## src/rtl/core/b58_pkg.sv

```systemverilog
package b58_pkg;

  localparam int unsigned DIGIT_W = 6;
  localparam int unsigned CARRY_W = 6;
  localparam int unsigned RADIX = 58;
  localparam logic [7:0] ZERO_CHAR = 8'h31;

  typedef struct packed {
    logic               ok;
    logic [DIGIT_W-1:0] val;
  } digit_t;

  // alphabet lookup: digits 1 to 9, upper case without I and O, lower case without l
  function automatic digit_t b58_digit(input logic [7:0] ch);
    digit_t d;
    logic [7:0] t;
    d.ok = 1'b1;
    t = 8'd0;
    if (ch >= 8'h31 && ch <= 8'h39) begin
      t = ch - 8'h31;
    end else if (ch >= 8'h41 && ch <= 8'h48) begin
      t = ch - 8'h41 + 8'd9;
    end else if (ch >= 8'h4a && ch <= 8'h4e) begin
      t = ch - 8'h4a + 8'd17;
    end else if (ch >= 8'h50 && ch <= 8'h5a) begin
      t = ch - 8'h50 + 8'd22;
    end else if (ch >= 8'h61 && ch <= 8'h6b) begin
      t = ch - 8'h61 + 8'd33;
    end else if (ch >= 8'h6d && ch <= 8'h7a) begin
      t = ch - 8'h6d + 8'd44;
    end else begin
      d.ok = 1'b0;
    end
    d.val = t[DIGIT_W-1:0];
    return d;
  endfunction

endpackage

```

## src/rtl/core/b58_mac.sv

```systemverilog
module b58_mac
  import b58_pkg::*;
(
  input  logic [7:0]         byte_in,
  input  logic [CARRY_W-1:0] carry_in,
  output logic [7:0]         byte_out,
  output logic [CARRY_W-1:0] carry_out
);

  logic [13:0] prod;
  logic [13:0] sum;

  // byte * 58 as 64x - 4x - 2x
  assign prod = {byte_in, 6'd0} - {4'd0, byte_in, 2'd0} - {5'd0, byte_in, 1'd0};
  assign sum  = prod + {{(14-CARRY_W){1'b0}}, carry_in};
  assign byte_out  = sum[7:0];
  assign carry_out = sum[8 +: CARRY_W];

endmodule

```

## src/rtl/core/b58_store.sv

```systemverilog
module b58_store #(
  parameter int unsigned DEPTH = 48,
  parameter int unsigned AW    = 6
) (
  input  logic          clk,
  input  logic          we,
  input  logic [AW-1:0] wr_addr,
  input  logic [7:0]    wr_data,
  input  logic [AW-1:0] rd_addr,
  output logic [7:0]    rd_data
);

  logic [7:0] mem [DEPTH];

  always_ff @(posedge clk) begin
    if (we) begin
      mem[wr_addr] <= wr_data;
    end
    rd_data <= mem[rd_addr];
  end

endmodule

```

## src/rtl/core/base58_decoder.sv

```systemverilog
// channel  | ports                                  | handshake
// ---------+----------------------------------------+-----------------------------
// item in  | symbol, final_symbol                   | start high while busy low
// result   | data_byte, end_of_run, decode_error    | result_strobe, one cycle
//
// a character that folds into the store keeps busy high after acceptance:
// the shared multiply-accumulate walks the store one byte per cycle
// a final character then emits the leading zero bytes and then scans the store,
// which also clears the store; an all-'1' string needs no scan
// an error string answers on its final character without a scan, then clears the store
// synchronous reset starts the same clear; results cannot be held off
module base58_decoder
  import b58_pkg::*;
#(
  parameter int unsigned MAX_CHARS   = 64,
  parameter int unsigned STORE_BYTES = 48
) (
  input  logic       clk,
  input  logic       rst,
  input  logic       start,
  output logic       busy,
  input  logic [7:0] symbol,
  input  logic       final_symbol,
  output logic       result_strobe,
  output logic [7:0] data_byte,
  output logic       end_of_run,
  output logic       decode_error
);

  localparam int unsigned AW = (STORE_BYTES > 1) ? $clog2(STORE_BYTES) : 1;
  localparam logic [AW-1:0] LAST = AW'(STORE_BYTES - 1);
  localparam logic [6:0] MAX_CNT = 7'(MAX_CHARS);
  localparam logic [6:0] CAP_LAST = 7'd63;

  typedef enum logic [2:0] {
    S_IDLE,
    S_MAC,
    S_ZEROS,
    S_SCAN,
    S_ERR_CLR
  } state_t;

  state_t state;

  // per-string bookkeeping
  logic [6:0] zero_prefix_count;
  logic       in_prefix;
  logic [6:0] symbols_seen;
  logic       error_seen;
  logic       pending_final;

  // walk control
  logic [AW-1:0]      rd_ptr;
  logic [AW-1:0]      wr_ptr;
  logic               primed;
  logic [CARRY_W-1:0] carry;
  logic [6:0]         zero_cnt;
  logic [6:0]         emit_cnt;
  logic               started;

  // store port
  logic       st_we;
  logic [7:0] st_wdata;
  logic [7:0] st_rdata;

  // shared unit
  logic [7:0]         mac_byte;
  logic [CARRY_W-1:0] mac_carry;

  digit_t dig;
  logic   accept;
  logic   emit_byte;
  logic   capped;

  assign busy   = (state != S_IDLE);
  assign accept = start && !busy;
  assign dig    = b58_digit(symbol);
  assign capped = emit_cnt[6];

  // the scan writes zero behind the read pointer, so the store is clean after a string
  always_comb begin
    st_we    = 1'b0;
    st_wdata = 8'd0;
    unique case (state)
      S_MAC: begin
        st_we    = primed;
        st_wdata = mac_byte;
      end
      S_SCAN:    st_we = primed;
      S_ERR_CLR: st_we = 1'b1;
      S_IDLE, S_ZEROS: st_we = 1'b0;
      default:   st_we = 1'b0;
    endcase
  end

  assign emit_byte = started || (st_rdata != 8'd0);

  b58_store #(
    .DEPTH (STORE_BYTES),
    .AW    (AW)
  ) u_store (
    .clk     (clk),
    .we      (st_we),
    .wr_addr (wr_ptr),
    .wr_data (st_wdata),
    .rd_addr (rd_ptr),
    .rd_data (st_rdata)
  );

  b58_mac u_mac (
    .byte_in   (st_rdata),
    .carry_in  (carry),
    .byte_out  (mac_byte),
    .carry_out (mac_carry)
  );

  always_ff @(posedge clk) begin
    result_strobe <= 1'b0;
    if (rst) begin
      // clear the store before the first item
      state             <= S_ERR_CLR;
      zero_prefix_count <= 7'd0;
      in_prefix         <= 1'b1;
      symbols_seen      <= 7'd0;
      error_seen        <= 1'b0;
      pending_final     <= 1'b0;
      primed            <= 1'b0;
      started           <= 1'b0;
      zero_cnt          <= 7'd0;
      emit_cnt          <= 7'd0;
      rd_ptr            <= '0;
      wr_ptr            <= '0;
      carry             <= '0;
      data_byte         <= 8'd0;
      end_of_run        <= 1'b0;
      decode_error      <= 1'b0;
    end else begin
      unique case (state)
        S_IDLE: begin
          if (accept) begin
            automatic logic err_now = error_seen;
            automatic logic do_mac  = 1'b0;
            pending_final <= final_symbol;
            if (!error_seen) begin
              if (symbols_seen >= MAX_CNT) begin
                err_now = 1'b1;
              end else begin
                symbols_seen <= symbols_seen + 7'd1;
                if (!dig.ok) begin
                  err_now = 1'b1;
                end else begin
                  do_mac = 1'b1;
                  if (in_prefix && symbol == ZERO_CHAR) begin
                    zero_prefix_count <= zero_prefix_count + 7'd1;
                  end else begin
                    in_prefix <= 1'b0;
                  end
                end
              end
            end
            error_seen <= err_now;
            if (do_mac) begin
              // fold the digit in from the least significant byte up
              carry  <= CARRY_W'(dig.val);
              rd_ptr <= LAST;
              primed <= 1'b0;
              state  <= S_MAC;
            end else if (final_symbol) begin
              // only errors reach here on a final character
              result_strobe <= 1'b1;
              data_byte     <= 8'd0;
              end_of_run    <= 1'b1;
              decode_error  <= 1'b1;
              wr_ptr        <= '0;
              state         <= S_ERR_CLR;
            end
          end
        end

        S_MAC: begin
          if (!primed) begin
            primed <= 1'b1;
            wr_ptr <= rd_ptr;
            rd_ptr <= rd_ptr - AW'(1);
          end else begin
            carry  <= mac_carry;
            wr_ptr <= rd_ptr;
            rd_ptr <= rd_ptr - AW'(1);
            if (wr_ptr == '0) begin
              // a carry out of the top byte means the store overflowed
              automatic logic err_now = (mac_carry != '0);
              error_seen <= err_now;
              primed     <= 1'b0;
              if (!pending_final) begin
                state <= S_IDLE;
              end else if (err_now) begin
                result_strobe <= 1'b1;
                data_byte     <= 8'd0;
                end_of_run    <= 1'b1;
                decode_error  <= 1'b1;
                wr_ptr        <= '0;
                state         <= S_ERR_CLR;
              end else if (zero_prefix_count != 7'd0) begin
                zero_cnt <= 7'd0;
                emit_cnt <= 7'd0;
                state    <= S_ZEROS;
              end else begin
                emit_cnt <= 7'd0;
                started  <= 1'b0;
                rd_ptr   <= '0;
                state    <= S_SCAN;
              end
            end
          end
        end

        S_ZEROS: begin
          // an all-'1' string leaves the store at zero, so the zeros are the whole answer
          result_strobe <= 1'b1;
          data_byte     <= 8'd0;
          decode_error  <= 1'b0;
          end_of_run    <= (in_prefix && zero_cnt == zero_prefix_count - 7'd1) ||
                           (emit_cnt == CAP_LAST);
          emit_cnt      <= emit_cnt + 7'd1;
          zero_cnt      <= zero_cnt + 7'd1;
          if (zero_cnt == zero_prefix_count - 7'd1) begin
            if (in_prefix) begin
              zero_prefix_count <= 7'd0;
              in_prefix         <= 1'b1;
              symbols_seen      <= 7'd0;
              error_seen        <= 1'b0;
              state             <= S_IDLE;
            end else begin
              started <= 1'b0;
              primed  <= 1'b0;
              rd_ptr  <= '0;
              state   <= S_SCAN;
            end
          end
        end

        S_SCAN: begin
          if (!primed) begin
            primed <= 1'b1;
            wr_ptr <= rd_ptr;
            rd_ptr <= rd_ptr + AW'(1);
          end else begin
            wr_ptr <= rd_ptr;
            rd_ptr <= rd_ptr + AW'(1);
            if (st_rdata != 8'd0) begin
              started <= 1'b1;
            end
            // skip leading zero bytes, stop output once the result limit is hit
            if (emit_byte && !capped) begin
              result_strobe <= 1'b1;
              data_byte     <= st_rdata;
              decode_error  <= 1'b0;
              end_of_run    <= (wr_ptr == LAST) || (emit_cnt == CAP_LAST);
              emit_cnt      <= emit_cnt + 7'd1;
            end
            if (wr_ptr == LAST) begin
              primed            <= 1'b0;
              zero_prefix_count <= 7'd0;
              in_prefix         <= 1'b1;
              symbols_seen      <= 7'd0;
              error_seen        <= 1'b0;
              state             <= S_IDLE;
            end
          end
        end

        S_ERR_CLR: begin
          // after reset or an error item: wipe the store
          wr_ptr <= wr_ptr + AW'(1);
          if (wr_ptr == LAST) begin
            zero_prefix_count <= 7'd0;
            in_prefix         <= 1'b1;
            symbols_seen      <= 7'd0;
            error_seen        <= 1'b0;
            state             <= S_IDLE;
          end
        end

        default: state <= S_IDLE;
      endcase
    end
  end

endmodule
```

## config.mk

```make
export PLATFORM = sky130hd
export DESIGN_NAME = base58_decoder
export DESIGN_NICKNAME = d
export VERILOG_FILES = /design/src/rtl/core/b58_pkg.sv /design/src/rtl/core/b58_mac.sv /design/src/rtl/core/b58_store.sv /design/src/rtl/core/base58_decoder.sv
export SDC_FILE = /design/constraint.sdc
export NUM_CORES = 1
export LEC_CHECK = 0
export BUFFER_PORTS_ARGS = -buffer_cell sky130_fd_sc_hd__buf_2
export CORE_MARGIN = 4
export CORE_UTILIZATION = 40
export DETAILED_ROUTE_END_ITERATION = 6
export PLACE_DENSITY = 0.67
export RECOVER_POWER = 100
export SETUP_SLACK_MARGIN = 0.05
export SLEW_MARGIN = 20
export SYNTH_ARGS = -nofsm -noshare
export SYNTH_HDL_FRONTEND = slang
export SYNTH_SLANG_ARGS = --single-unit
```

## constraint.sdc

```tcl
create_clock -name clk -period 10.2 [get_ports clk]
set_input_delay 0.51 -clock clk [delete_from_list [all_inputs] [get_ports clk]]
set_output_delay 0.51 -clock clk [all_outputs]
set_load 0.005 [all_outputs]
```

==> impl_results.md <==
- Vias: 12.2k
- Mapped cell area: 0.0206 sq mm
- Final GP Congestion: 0.900
- Fin. max-slew vios: 330
- Internal Pwr Total: 3.76 mW
- Hold_buf cts: 0
- Worst vdd ir: 0.167 mV
- Slew HR: -117%
- Net Sw Frac: 33.1%
- F_max: 156 MHz
- Post-CTS Setup Bufs: 0
- Clock buffer count from CTS: 47
- Post-synth EDFFs: 384
- Synthesized flop and latch total: 457
- Die area: 0.0551 sq mm
- Slew @ Worst Pin: 3.25 ns
- RR Endpoint: u_store.rd_data[2]
- RSZ-0062 raised after global routing: no
- Min-delay src: final_symbol
- First-pass GRT wire length: 74400 um
- Sink Count: 457
- Hold Crit Depth: 3
- DR vias/cell: 5.81
- Synth Instances: 1370
- Total grt overflow: 0
- Syn avg cell area: 15.0 sq um
- CP startpoint kind: flop
- Layout Utilization: 45.1%
- Worst r2r path cells: 6
- Worst path cell trace: buf_4 -> clkbuf_1 -> mux4_2 -> mux4_2 -> mux2i_1 -> o21ai_0
- # rows: 82
- CP max stage delay: 2.35 ns
- Initial DRC count: 1149
- Hold Path Class: in2reg
- Layout cells sized above 1: 15.6%
- Starting Density: 40.8%
- Clock Tree Buf Depth: 3
- Chip height: 235 um
- # port buffers: 23
- Hold Fails Final Rpt: 0
- P_sw: 1.86 mW
- Seq/Total Area, Yosys: 63.2%
- Critical-path top delay cell: clkbuf_1
- Mapped Nets: 1429
- Clock insertion delay at the later pin of the skew report: 0.58 ns
- Arrival time at the worst endpoint: 6.83 ns
- Status: complete, but fails checks
- Max FO, Critical Path: 41
- Pwr Density: 247 mW/mm^2
- Crit Path Category: reg2reg
- Yosys warnings: 0
- Setup violators final: 0
- CTS tree: done
- Final period util: 62.7%
- Pin count of the biggest net entering global routing: 65
- Final Instance Area: 0.0228 sq mm
- Seq pwr share: 40.2%
- Critical Path Most Common Cell: mux4_2
- Clk root buf: clkbuf_16
- Power share of the clock group: 29.6%
- Crit end category: flop
- Area post-placement: 0.0214 sq mm
- Area of the core: 0.0505 sq mm
- Worst hold path endpoint: pending_final
- Logic pwr share: 30.2%
- Post-DR wirelength/cell: 23.0 um
- Vias in the first global route: 12.0k
- Leakage: 7.02 nW
- Critical R2R Launch: rd_ptr[0]
- Sum of negative setup slack: 0 ns
- Commonest non-fill, non-tap cell in the layout: edfxtp_1
- Clock transition at path regs: 0.06 ns
- Antenna cells: 0
- Final clock skew: 0.0234 ns
- Global Route Usage Sum: 17.2%
- Post-synthesis cell type count: 83
- Die span in x: 235 um
- Drt drc: 0
- Most used DFF post-synth: edfxtp_1
- # nets final: 1446
- DRT Pass-1 Iters: 6
- H-tree levels: 2
- Failing checks: max-capacitance violations, max-slew violations
- IO Count: 24
- Initial antenna violation count: 0
- Max cap viols: 10
- Drt total wl: 48300 um
- FFs w/ async S/R, synth: 0%
- Reg2Reg Setup Slack: 3.80 ns
- Synthesis-to-finish area growth: 10.7%
- Detail Route Antenna Nets: 0
- Critical path required time: 10.63 ns
- Post_cts resized: 0
- DP Wirelength: 31300 um
- Tmin final: 6.40 ns
- Most frequent cells in the layout: edfxtp_1, nor2_1, mux4_2
==> state kept, by name (all words and copies together) (netlist names), 3 cells and up <==
name and cells:
state 3, zero_prefix_count 7, data_byte 8, rd_ptr 6, symbols_seen 7, wr_ptr 6
emit_cnt 7, u_store.mem 384, u_store.rd_data 8, carry 6, zero_cnt 7
==> kinds of logic after synthesis <==
family	share of synthesized area, %
AO/OA/AOI/OAI	7.74
XOR/XNOR	1.36
adder cells (fa/ha/maj)	3.11
buffers and inverters	2.07
flip-flops	63.2
multiplexers	14.1
AND/OR/NAND/NOR	8.44
==> final cells by class <==
type,instances,area [sq um]
clock buffer,70,1280
clock inverter,17,190
fill,4420,27700
inverter,43,161
multi-input combinational,801,7130
sequential,457,13000
tap,672,841
timing repair buffer,37,173
==> Yosys cell counts (8+ instances only) <==
master      n  area [sq um]
and2_1     11          68.8
a31oi_1    10          62.6
and3_1     16           100
a32o_1      9          90.1
nand3_1    26           130
nor3_1     19          95.1
mux2i_1    19           190
buf_1      12          45.0
ha_1       40           500
a21o_1      9          67.6
nor2_1    126           473
inv_1      42           158
dfxtp_1    73          1460
mux4_2    120          2700
nand2b_1   21           131
o21ai_0    42           210
edfxtp_1  384         11500
clkbuf_1   52           195
xnor2_1    18           158
a211oi_1   14           105
nand2_1    79           297
xor2_1     12           105
a21oi_1    51           255
nor2b_1     8          50.1
nand4_1    10          62.6
==> worst max path at each step <==
stage	start	to	cells past startpoint	slack, ns
after floorplan	u_store.rd_data[1]	u_store.mem[0][6]	7	6.50
after global placement	u_store.rd_data[1]	end_of_run	10	6.05
after CTS	u_store.rd_data[1]	end_of_run	10	5.96
final	rd_ptr[0]	u_store.rd_data[2]	6	3.80
after global routing	rd_ptr[0]	u_store.rd_data[2]	6	2.78
after detailed placement	u_store.rd_data[1]	end_of_run	10	5.98
==> power groups by stage <==
stage | Clock, mW | Combinational [mW] | Sequential, mW
2_1_floorplan | 0 | 1.29 | 2.22
3_3_place_gp | 0 | 1.72 | 2.29
3_5_place_dp | 0 | 1.73 | 2.30
4_1_cts | 1.69 | 1.74 | 2.26
5_1_grt | 1.77 | 1.86 | 2.27
6_report | 1.66 | 1.70 | 2.26
==> critical path: cells and delay by family (launching register included) <==
kind	cells	cell delay, ns
compound gates	1	0.11
buf+inv	2	3.17
flops	1	1.37
mux	3	1.55
==> stage by stage <==
step                power [mW]  hold WS, ns  worst slack (ns)  std cells
finish                    5.62        0.239              3.80       2097
global route              5.91        0.281              2.78       2097
CTS                       5.69        0.208              5.96       2091
detailed placement        4.02        0.465              5.98       2004
global placement          4.01        0.458              6.05       2003
floorplan                 3.51        0.442              6.50       1370
==> layer usage <==
metal	up-vias	GRT usage (%)	share of wire [%]
met3	74	4.10	7.6
met5	-	0	0
met1	6232	23.8	42
met2	477	27.7	48
met4	0	4.15	2.2
li1	5409	-	-
No activity file was read; power rests on OpenSTA's default activity.
